`config.mk`:
```
export PLATFORM = sky130hd
export DESIGN_NAME = length_prefixed_frame_splitter
export DESIGN_NICKNAME = d
export VERILOG_FILES = /design/src/hdl/lpfs_pkg.sv /design/src/hdl/lpfs_hdr.sv /design/src/hdl/lpfs_rsp.sv /design/src/hdl/length_prefixed_frame_splitter.sv
export SDC_FILE = /design/constraint.sdc
export NUM_CORES = 1
export LEC_CHECK = 0
export BUFFER_PORTS_ARGS = -buffer_cell sky130_fd_sc_hd__buf_2
export CORE_UTILIZATION = 35
export CTS_CLUSTER_SIZE = 10
export DETAILED_ROUTE_END_ITERATION = 8
export GPL_TIMING_DRIVEN = 0
export PLACE_DENSITY = 0.55
export SLEW_MARGIN = 20
export SYNTH_ARGS = -nofsm -noshare
export SYNTH_HDL_FRONTEND = slang
export SYNTH_SLANG_ARGS = --single-unit
```
`constraint.sdc`:
```
create_clock -name clock -period 4.4 [get_ports clock]
set_clock_uncertainty 0.15 [all_clocks]
set_input_delay 0.44 -clock clock [delete_from_list [all_inputs] [get_ports clock]]
set_output_delay 0.44 -clock clock [all_outputs]
set_load 0.01 [all_outputs]
```
`src/hdl/lpfs_pkg.sv`:
```
// Shared types and constants for the length-prefixed frame splitter.
// No dependencies; every other file in hdl/ uses this package.
package lpfs_pkg;

   localparam int HEADER_BYTES = 7;
   localparam int HDR_IDX_W    = 3;
   localparam logic [HDR_IDX_W-1:0] HDR_LAST = HDR_IDX_W'(HEADER_BYTES - 1);

   localparam int CSR_IDX_W = 3;
   localparam logic [CSR_IDX_W-1:0] CSR_MAGIC_FIRST      = CSR_IDX_W'(0);
   localparam logic [CSR_IDX_W-1:0] CSR_MAGIC_SECOND     = CSR_IDX_W'(1);
   localparam logic [CSR_IDX_W-1:0] CSR_EXPECTED_VERSION = CSR_IDX_W'(2);
   localparam logic [CSR_IDX_W-1:0] CSR_MAX_FRAME_SIZE   = CSR_IDX_W'(3);

   localparam logic [31:0] MAX_FRAME_RESET = 32'd65536;

   typedef enum logic [1:0] {
      ERR_NONE    = 2'd0,
      ERR_MAGIC   = 2'd1,
      ERR_VERSION = 2'd2,
      ERR_SIZE    = 2'd3
   } err_type;

   typedef enum logic [2:0] {
      ST_HEADER,
      ST_CHECK,
      ST_BURST,
      ST_PAYLOAD,
      ST_FAILED
   } state_type;

   typedef struct packed {
      logic [7:0] out_byte;
      logic       frame_first;
      logic       frame_last;
      err_type    error_code;
   } rsp_type;

   typedef struct packed {
      err_type     code;
      logic [31:0] count;
   } check_type;

endpackage

```
`src/hdl/lpfs_hdr.sv`:
```
// Header capture and check for the frame splitter.
// Depends on lpfs_pkg.
module lpfs_hdr (
   input  logic                           clock,
   input  logic                           reset,
   input  logic                           wr_en,
   input  logic [7:0]                     wr_byte,
   input  logic [lpfs_pkg::HDR_IDX_W-1:0] rd_idx,
   input  logic [7:0]                     magic_first,
   input  logic [7:0]                     magic_second,
   input  logic [7:0]                     expected_version,
   input  logic [31:0]                    max_frame_size,
   output logic                           wr_last,
   output logic [7:0]                     rd_byte,
   output lpfs_pkg::check_type            check
);

   logic [7:0]                     store_ff [lpfs_pkg::HEADER_BYTES];
   logic [lpfs_pkg::HDR_IDX_W-1:0] count_ff;
   logic [lpfs_pkg::HDR_IDX_W-1:0] count_in;
   logic [32:0]                    total;

   always_ff @(posedge clock) begin
      if (wr_en) begin
         store_ff[count_ff] <= wr_byte;
      end
   end

   always_comb begin
      count_in = count_ff;
      if (wr_en) begin
         count_in = (count_ff == lpfs_pkg::HDR_LAST) ? '0 : count_ff + 1'b1;
      end
   end

   always_ff @(posedge clock) begin
      if (reset) begin
         count_ff <= '0;
      end else begin
         count_ff <= count_in;
      end
   end

   assign wr_last = wr_en && (count_ff == lpfs_pkg::HDR_LAST);
   assign rd_byte = store_ff[rd_idx];

   // Magic first, then version, then size; report only the first miss.
   always_comb begin
      check.count = {store_ff[3], store_ff[4], store_ff[5], store_ff[6]};
      total       = {1'b0, check.count} + 33'(lpfs_pkg::HEADER_BYTES);
      if (store_ff[0] != magic_first || store_ff[1] != magic_second) begin
         check.code = lpfs_pkg::ERR_MAGIC;
      end else if (store_ff[2] != expected_version) begin
         check.code = lpfs_pkg::ERR_VERSION;
      end else if (total > {1'b0, max_frame_size}) begin
         check.code = lpfs_pkg::ERR_SIZE;
      end else begin
         check.code = lpfs_pkg::ERR_NONE;
      end
   end

endmodule

```
`src/hdl/lpfs_rsp.sv`:
```
// Result register for the frame splitter's response channel.
// Depends on lpfs_pkg.
module lpfs_rsp (
   input  logic              clock,
   input  logic              reset,
   input  logic              load,
   input  lpfs_pkg::rsp_type load_data,
   output logic              can_load,
   input  logic              rsp_ready,
   output logic              rsp_valid,
   output lpfs_pkg::rsp_type rsp_data
);

   logic              valid_ff;
   logic              valid_in;
   lpfs_pkg::rsp_type data_ff;

   assign can_load = !valid_ff || rsp_ready;

   always_comb begin
      valid_in = valid_ff;
      if (load) begin
         valid_in = 1'b1;
      end else if (rsp_ready) begin
         valid_in = 1'b0;
      end
   end

   always_ff @(posedge clock) begin
      if (reset) begin
         valid_ff <= 1'b0;
      end else begin
         valid_ff <= valid_in;
      end
   end

   always_ff @(posedge clock) begin
      if (load) begin
         data_ff <= load_data;
      end
   end

   assign rsp_valid = valid_ff;
   assign rsp_data  = data_ff;

endmodule

```
`src/hdl/length_prefixed_frame_splitter.sv`:
```
// Top level of the length-prefixed frame splitter: sequencer, payload counter, registers.
// Depends on lpfs_pkg, lpfs_hdr and lpfs_rsp.
//
//  channel | handshake              | payload
//  --------+------------------------+----------------------------------------------
//  req     | req_valid / req_ready  | req_in_byte
//  rsp     | rsp_valid / rsp_ready  | rsp_out_byte, rsp_frame_first,
//          |                        | rsp_frame_last, rsp_error_code
//  csr     | csr_valid / csr_ready  | csr_index, csr_wdata
//
// Payload bytes pass one request per cycle straight into the result register when free.
// A header is captured as 7 request bytes, checked in the check state, then replayed
// as 7 results while requests are held off; the result register paces that burst.
// Reset (synchronous) returns to header capture and restores register defaults.
// A stalled rsp side holds the result register and, in payload, the req side.
// After a failed check every request is taken and dropped until reset.
module length_prefixed_frame_splitter (
   input  logic                           clock,
   input  logic                           reset,
   input  logic                           req_valid,
   output logic                           req_ready,
   input  logic [7:0]                     req_in_byte,
   output logic                           rsp_valid,
   input  logic                           rsp_ready,
   output logic [7:0]                     rsp_out_byte,
   output logic                           rsp_frame_first,
   output logic                           rsp_frame_last,
   output logic [1:0]                     rsp_error_code,
   input  logic                           csr_valid,
   output logic                           csr_ready,
   input  logic [lpfs_pkg::CSR_IDX_W-1:0] csr_index,
   input  logic [31:0]                    csr_wdata
);

   lpfs_pkg::state_type            state_ff;
   lpfs_pkg::state_type            state_in;
   logic [lpfs_pkg::HDR_IDX_W-1:0] burst_idx_ff;
   logic [lpfs_pkg::HDR_IDX_W-1:0] burst_idx_in;
   logic [31:0]                    payload_left_ff;
   logic [31:0]                    payload_left_in;

   logic [7:0]  magic_first_ff;
   logic [7:0]  magic_second_ff;
   logic [7:0]  expected_version_ff;
   logic [31:0] max_frame_size_ff;

   logic                hdr_wr;
   logic                hdr_wr_last;
   logic [7:0]          hdr_rd_byte;
   lpfs_pkg::check_type check;

   logic              rsp_load;
   logic              rsp_can_load;
   lpfs_pkg::rsp_type rsp_load_data;
   lpfs_pkg::rsp_type rsp_data;

   logic payload_last;
   logic check_bad;

   assign payload_last = (payload_left_ff <= 32'd1);
   assign check_bad    = (check.code != lpfs_pkg::ERR_NONE);

   // Configuration: always ready, out-of-range index is ignored.
   assign csr_ready = 1'b1;

   always_ff @(posedge clock) begin
      if (reset) begin
         magic_first_ff      <= 8'd0;
         magic_second_ff     <= 8'd0;
         expected_version_ff <= 8'd0;
         max_frame_size_ff   <= lpfs_pkg::MAX_FRAME_RESET;
      end else if (csr_valid) begin
         case (csr_index)
            lpfs_pkg::CSR_MAGIC_FIRST:      magic_first_ff      <= csr_wdata[7:0];
            lpfs_pkg::CSR_MAGIC_SECOND:     magic_second_ff     <= csr_wdata[7:0];
            lpfs_pkg::CSR_EXPECTED_VERSION: expected_version_ff <= csr_wdata[7:0];
            lpfs_pkg::CSR_MAX_FRAME_SIZE:   max_frame_size_ff   <= csr_wdata;
            default: ;
         endcase
      end
   end

   lpfs_hdr u_hdr (
      .clock            (clock),
      .reset            (reset),
      .wr_en            (hdr_wr),
      .wr_byte          (req_in_byte),
      .rd_idx           (burst_idx_ff),
      .magic_first      (magic_first_ff),
      .magic_second     (magic_second_ff),
      .expected_version (expected_version_ff),
      .max_frame_size   (max_frame_size_ff),
      .wr_last          (hdr_wr_last),
      .rd_byte          (hdr_rd_byte),
      .check            (check)
   );

   // Next state.
   always_comb begin
      state_in = state_ff;
      case (state_ff)
         lpfs_pkg::ST_HEADER: begin
            if (hdr_wr_last) begin
               state_in = lpfs_pkg::ST_CHECK;
            end
         end
         lpfs_pkg::ST_CHECK: begin
            if (!check_bad) begin
               state_in = lpfs_pkg::ST_BURST;
            end else if (rsp_can_load) begin
               state_in = lpfs_pkg::ST_FAILED;
            end
         end
         lpfs_pkg::ST_BURST: begin
            if (rsp_can_load && burst_idx_ff == lpfs_pkg::HDR_LAST) begin
               state_in = (check.count == 32'd0) ? lpfs_pkg::ST_HEADER
                                                 : lpfs_pkg::ST_PAYLOAD;
            end
         end
         lpfs_pkg::ST_PAYLOAD: begin
            if (rsp_load && payload_last) begin
               state_in = lpfs_pkg::ST_HEADER;
            end
         end
         lpfs_pkg::ST_FAILED: begin
            state_in = lpfs_pkg::ST_FAILED;
         end
         default: begin
            state_in = lpfs_pkg::ST_HEADER;
         end
      endcase
   end

   // Outputs and counter updates.
   always_comb begin
      req_ready                 = 1'b0;
      hdr_wr                    = 1'b0;
      rsp_load                  = 1'b0;
      rsp_load_data.out_byte    = 8'd0;
      rsp_load_data.frame_first = 1'b0;
      rsp_load_data.frame_last  = 1'b0;
      rsp_load_data.error_code  = lpfs_pkg::ERR_NONE;
      burst_idx_in              = burst_idx_ff;
      payload_left_in           = payload_left_ff;
      case (state_ff)
         lpfs_pkg::ST_HEADER: begin
            req_ready = 1'b1;
            hdr_wr    = req_valid;
         end
         lpfs_pkg::ST_CHECK: begin
            // Error result carries zero byte and no marks.
            rsp_load                 = rsp_can_load && check_bad;
            rsp_load_data.error_code = check.code;
            burst_idx_in             = '0;
            payload_left_in          = check.count;
         end
         lpfs_pkg::ST_BURST: begin
            rsp_load                  = rsp_can_load;
            rsp_load_data.out_byte    = hdr_rd_byte;
            rsp_load_data.frame_first = (burst_idx_ff == '0);
            rsp_load_data.frame_last  = (burst_idx_ff == lpfs_pkg::HDR_LAST) &&
                                        (check.count == 32'd0);
            if (rsp_can_load && burst_idx_ff != lpfs_pkg::HDR_LAST) begin
               burst_idx_in = burst_idx_ff + 1'b1;
            end
         end
         lpfs_pkg::ST_PAYLOAD: begin
            // Pass each request straight through; advance the countdown.
            req_ready                = rsp_can_load;
            rsp_load                 = req_valid && rsp_can_load;
            rsp_load_data.out_byte   = req_in_byte;
            rsp_load_data.frame_last = payload_last;
            if (rsp_load) begin
               payload_left_in = payload_last ? 32'd0 : payload_left_ff - 32'd1;
            end
         end
         lpfs_pkg::ST_FAILED: begin
            // Drop everything until reset.
            req_ready = 1'b1;
         end
         default: ;
      endcase
   end

   always_ff @(posedge clock) begin
      if (reset) begin
         state_ff        <= lpfs_pkg::ST_HEADER;
         burst_idx_ff    <= '0;
         payload_left_ff <= 32'd0;
      end else begin
         state_ff        <= state_in;
         burst_idx_ff    <= burst_idx_in;
         payload_left_ff <= payload_left_in;
      end
   end

   lpfs_rsp u_rsp (
      .clock     (clock),
      .reset     (reset),
      .load      (rsp_load),
      .load_data (rsp_load_data),
      .can_load  (rsp_can_load),
      .rsp_ready (rsp_ready),
      .rsp_valid (rsp_valid),
      .rsp_data  (rsp_data)
   );

   assign rsp_out_byte    = rsp_data.out_byte;
   assign rsp_frame_first = rsp_data.frame_first;
   assign rsp_frame_last  = rsp_data.frame_last;
   assign rsp_error_code  = rsp_data.error_code;

`ifndef SYNTH
   a_no_req_during_burst: assert property (@(posedge clock) disable iff (reset)
      (state_ff == lpfs_pkg::ST_CHECK || state_ff == lpfs_pkg::ST_BURST) |-> !req_ready)
      else $error("request taken while header check or burst in progress");

   a_error_locks: assert property (@(posedge clock) disable iff (reset)
      (rsp_load && rsp_load_data.error_code != lpfs_pkg::ERR_NONE)
      |=> state_ff == lpfs_pkg::ST_FAILED)
      else $error("error result did not lock the splitter");

   a_failed_silent: assert property (@(posedge clock) disable iff (reset)
      state_ff == lpfs_pkg::ST_FAILED |-> !rsp_load)
      else $error("result produced after failure");

   a_payload_nonzero: assert property (@(posedge clock) disable iff (reset)
      state_ff == lpfs_pkg::ST_PAYLOAD |-> payload_left_ff != 32'd0)
      else $error("payload state with empty countdown");

   a_burst_first: assert property (@(posedge clock) disable iff (reset)
      (rsp_load && rsp_load_data.frame_first) |-> state_ff == lpfs_pkg::ST_BURST)
      else $error("first mark outside header burst");
`endif

endmodule
```
Word-level counts from Yosys, hierarchy flattened
Memories as Yosys holds them, arrays and structs flattened. A register that Yosys moved wholly into a read port is not among the register bits.
Index checks and enable logic that the tools add are counted.
Widths: inputs -> output; s select.
- input bits: 48
- logic and storage cells: 92
- memory bits (writable): 56
- output and inout port bits: 15
- register bits: 110
- memories kept: 1
- reductions and logical operators: 26
- $add $sub $neg: 4
- equal/unequal tests: 19
- mux-type cells: 27
- $lt $le $gt $ge: 2
- memory list (memory ; words ; bits a word ; rd ports ; clocked after Yosys merged registers in ; wr ports ; RTL line ; source):
    u_hdr.store_ff ; 7 ; 8 ; 8 ; 1 ; 1 ; lpfs_hdr.sv:18 ; logic [7:0] store_ff [lpfs_pkg::HEADER_BYTES];
- operators with widths (cell ; number):
    $mux 32 ; 2
    $pmux 32 s2 ; 1
    $add 32x3->33 const B ; 1
    $gt 33x32->1 ; 1
    $le 32x1->1 const B ; 1
    $logic_not 32->1 ; 1
    $sub 32x1->32 const B ; 1
    $mux 3 ; 9
    $ne 8x8->1 ; 3
    $pmux 8 s2 ; 1
    $pmux 3 s5 ; 1
    $eq 3x2->1 const B ; 4
    $reduce_and 2->1 ; 6
    $ne 2x2->1 const B ; 5
    $eq 3x3->1 const B ; 3
    $logic_not 3->1 ; 3
    $mux 2 ; 4
    $reduce_bool 2->1 ; 4
    $logic_and 1x1->1 ; 7
    $add 3x1->3 const B ; 2
    $eq 3x1->1 const B ; 2
    $ne 3x3->1 const B ; 2
    $pmux 3 s2 ; 1
    $mux 1 ; 5
    other kinds (6) ; 8

Depth between registers and ports, before layout
An unclocked memory read counts as a cell.
- depth in word-level cells: 12
- depth in mapped cells: 16
- depth with buffers taken out: 16

Cells and area by module
Synthesis repeated with hierarchy kept, for this count alone.
- cells, all modules: 994
- area total of the unflattened synthesis: 9410.3 sq um
- modules (own cells, without submodules) (module ; instances ; cells each ; area an instance (sq um)):
    length_prefixed_frame_splitter ; 1 ; 610 ; 4683.2
    lpfs_hdr ; 1 ; 368 ; 4320.4
    lpfs_rsp ; 1 ; 16 ; 406.6

Worst setup path after synthesis
OpenSTA, ideal clock, no wires.
- path kind: reg-to-reg
- start: memory u_hdr.store_ff[6][0]
- end: register u_rsp.data_ff (netlist bit u_rsp.rsp_data[0]), enable pin
- arrival: 3697 ps
- path buffers: 0
- path slack: 165 ps
- stages on the path, launching flop included: 17
- required time: 3862 ps
- clock period less this slack: 4235 ps
- library setup time: 388 ps
- cells stage by stage: edfxtp_1 > inv_1 > ha_1 > a21oi_1 > nand4_1 > or2_1 > inv_2 > nand3_1 > xnor2_1 > ha_1 > nand4_1 > nor3_1 > a21oi_1 > nor4b_1 > a21oi_1 > o21ai_1 > a31oi_1
- RTL lines (item ; RTL line ; source):
    start: declaration ; lpfs_hdr.sv:18 ;
    end signal: assignment ; lpfs_rsp.sv:39 ; data_ff <= load_data;
    end: declaration ; lpfs_rsp.sv:16 ; lpfs_pkg::rsp_type data_ff;

==> metrics.md <==
| Metric | Value |
|---|---|
| Dpl cell area | 10100 um^2 |
| Max_cap viols | 0 |
| Final Cell Area | 10900 um^2 |
| Avg Vias per Cell | 5.47 |
| Share of layout cells above drive strength 1 | 0.154 |
| Starting density of the core | 0.358 |
| Post-synth ARST share | 0 |
| Filler cells | 2602 |
| Port buffer count | 60 |
| Cell leakage power | 3.75 nW |
| CP endpoint kind | flip-flop |
| Synth warn | 0 |
| F_max | 238 MHz |
| Synth top area cells | edfxtp_1 (24%), dfxtp_1 (22%), nand2_1 (6.6%), ha_1 (5.2%), a21oi_1 (4.8%) |
| Grt ovf | 0 |
| Minimum clock period | 4.19 ns |
| DRT Pass-1 Iters | 5 |
| Max FO, Critical Path | 8 |
| Pre-CTS setup slack | -0.715 ns |
| Setup WS post-layout | 0.206 ns |
| Period utilisation layout | 0.953 |
| Vias in the first global route | 7552 |
| Dominant cell by count in the synthesized netlist | nand2_1 |
| Fin cells | 1447 |
| Flops & latches, synth | 177 |
| Hold Vio Cnt, Final | 0 |
| Die W | 165 um |
| Most Crowded Layer GR | met2 |
| Initial antenna violation count | 1 |
| Gr usage total | 0.222 |
| Clock root cell | clkbuf_16 |
| Later-pin clock latency in the skew report | 0.45 ns |
| DR iter-0 viols | 708 |
| Post-synth EDFFs | 76 |
| WL/cell | 20.3 um |
| Worst hold path endpoint | max_frame_size_ff[18]$_SDFFE_PP0P_ |
| Worst slew pin tran | 1.13 ns |
| H-tree depth | 4 |
| Vias | 7920 |
| Core ar. | 26100 um^2 |
| R2R Path End | u_rsp.rsp_data[4]$_DFFE_PP_ |
| CP required | 4.46 ns |
| Crit path DAT | 4.25 ns |
| Setup CP Type | reg2reg |
| RSZ-0062 raised after global routing | no |
| Maximum VDD drop | 194 uV |
| Reg2Reg Launch Point | u_hdr.store_ff[6][1]$_DFFE_PP_ |
| CTS tree | built |
| Mapped Area | 9320 um^2 |
| Post-layout nets | 1186 |
| Setup_tns | 0 ns |
| ANT nets after route | 0 |
| Final Util | 0.419 |
| Post-Place Cells | 1396 |
| Register area share after synthesis | 0.462 |
| Die Ht | 165 um |
| Netlist cell types | 66 |
| Register-to-Register Path Depth | 17 |
| GP Congestion | 0.898 |
| Core Rows | 59 |
| Worst rel slew slack | 0.246 |
| First-pass GRT wire length | 44000 um |
| Hold_buf cts | 0 |
| Met2 Use GR | 0.343 |
| R2r setup slk | 0.21 ns |
| HP Start | csr_wdata[18] |
| Largest net degree at the start of global routing | 19 |
| Post-synth top area cell | edfxtp_1 |
| Status | finished, final reports clean |
| CTS Buf Count | 17 |
| Mean Syn Cell Area | 9.33 um^2 |
| Mapped Cells | 999 |
| Ant. Diodes | 0 |
| Syn Nets | 1086 |
| Detailed Place HPWL | 20500 um |
| Top FF cell, synth | dfxtp_1 |
| Setup crit start kind | flip-flop |
| Commonest cells post-synth | nand2_1 (163), dfxtp_1 (101), a21oi_1 (90), edfxtp_1 (76), nor2_1 (73) |
| Final Max Slew Viols | 0 |
| GR Layer Usage met3 | 0.0455 |
| CTS clk-pin slew, worst paths | 0.07 ns |
| Die ar. | 27300 um^2 |
| Synth top area share | 0.245 |
| Remaining DRCs | 0 |
| Clock Path Buffers | 2 |
| Met1 Use GR | 0.307 |
| Clk sinks | 177 |
| Final Setup Violations | 0 |
| PD cells | 325 nW/um^2 |
| Hold path depth | 3 |
| Min-delay worst type | in2reg |
| # IOs | 63 |
| Final wirelength | 29400 um |
| Area grow syn2layout | 17.2% |
[repair_timing]
action	in CTS	in global routing
resized for setup	6	9
pin swaps	2	6
setup buffers	7	15
setup endpoints to repair	18	12
[power breakdown]
| part | total, mW | switching [mW] | internal (mW) |
|---|---|---|---|
| combinational | 0.170 | 0.107 | 0.0634 |
| clock | 1.62 | 0.761 | 0.863 |
| sequential | 1.75 | 0.0200 | 1.73 |
| total | 3.55 | 0.888 | 2.66 |
[per-layer routing]
layer | wire, um | vias to the layer above
met2 | 13300 | 317
met3 | 2420 | 46
li1 | - | 3765
met1 | 13000 | 3790
met5 | 13 | -
met4 | 666 | 2
[flip-flops by register name (all words and copies together), names as in the netlist, named ones only]
signal,flops
u_hdr.store_ff,64
max_frame_size_ff,32
payload_left_ff,32
u_rsp.rsp_data,12
expected_version_ff,8
magic_first_ff,8
magic_second_ff,8
burst_idx_ff,3
state_ff,3
u_hdr.count_ff,3
u_rsp.rsp_valid,1
[area by class of cell]
class | count | area [um^2] | share of cell area
multi-input combinational | 720 | 4700 | 0.430
sequential | 177 | 4300 | 0.394
timing repair buffer | 84 | 485 | 0.0444
clock buffer | 19 | 464 | 0.0425
tap | 335 | 419 | 0.0384
buffer | 49 | 209 | 0.0191
inverter | 50 | 188 | 0.0172
clock inverter | 13 | 153 | 0.0140
[cell usage in the layout, fill, tap and decap left out, types with 18 or more instances in the layout]
master / netlist / layout
edfxtp_1: 76 / 76
nand3_1: 23 / 22
a21oi_1: 90 / 88
nand2_1: 163 / 163
xnor2_1: 48 / 48
clkbuf_1: 44 / 41
nor3_1: 26 / 24
inv_1: 49 / 49
buf_2: 2 / 63
nand4_1: 24 / 24
buf_4: 2 / 24
dfxtp_1: 101 / 101
clkbuf_16: 0 / 18
nor2_1: 73 / 71
o21ai_0: 24 / 24
o21ai_1: 23 / 22
ha_1: 39 / 38
[stage by stage]
step,total power [mW],hold WS [ns]
after floorplan,1.88,0.286
after global placement,1.96,0.294
after detailed placement,1.96,0.298
after CTS,3.56,0.0727
after global routing,3.65,0.0823
final,3.55,0.0769
[worst max-delay path by stage]
stage / startpoint / slack [ns] / to / depth (start not counted)
finish: u_hdr.store_ff[6][1]$_DFFE_PP_ / 0.21 / u_rsp.rsp_data[4]$_DFFE_PP_ / 17
detailed placement: u_hdr.store_ff[6][0]$_DFFE_PP_ / -0.72 / u_rsp.rsp_data[7]$_DFFE_PP_ / 16
global route: u_hdr.store_ff[6][1]$_DFFE_PP_ / 0.03 / u_rsp.rsp_data[4]$_DFFE_PP_ / 17
floorplan: u_hdr.store_ff[6][0]$_DFFE_PP_ / 0.16 / u_rsp.rsp_data[0]$_SDFFCE_PN0P_ / 16
global placement: u_hdr.store_ff[6][0]$_DFFE_PP_ / -1.49 / u_rsp.rsp_data[5]$_DFFE_PP_ / 15
CTS: u_hdr.store_ff[6][1]$_DFFE_PP_ / 0.009 / u_rsp.rsp_data[4]$_DFFE_PP_ / 17
[critical path, stage by stage (launching register included)]
cell and delay [ns]:
edfxtp_1 0.38, inv_1 0.11, ha_2 0.22, a21oi_4 0.21
nand4_1 0.16, buf_4 0.22, inv_1 0.07, nand2_1 0.07
xnor2_1 0.16, ha_1 0.36, nand4_1 0.21, nor4_4 0.35
or3b_4 0.44, mux2i_2 0.17, a21oi_2 0.09, o21ai_2 0.24
a31oi_4 0.14, buf_8 0.20
[cell families (layout without fill, tap and decap cells)]
| family | after synthesis | in the layout | share of synthesized area |
|---|---|---|---|
| adder cells (fa/ha/maj) | 39 | 39 | 0.0524 |
| XOR/XNOR | 61 | 61 | 0.0573 |
| AND/OR/NAND/NOR | 382 | 382 | 0.195 |
| buffers and inverters | 102 | 215 | 0.0438 |
| AO/OA/AOI/OAI | 203 | 203 | 0.131 |
| flip-flops | 177 | 177 | 0.462 |
| other | 1 | 1 | 0.000402 |
| multiplexers | 34 | 34 | 0.0580 |
Note: power is estimated with default switching activity, not from simulation.
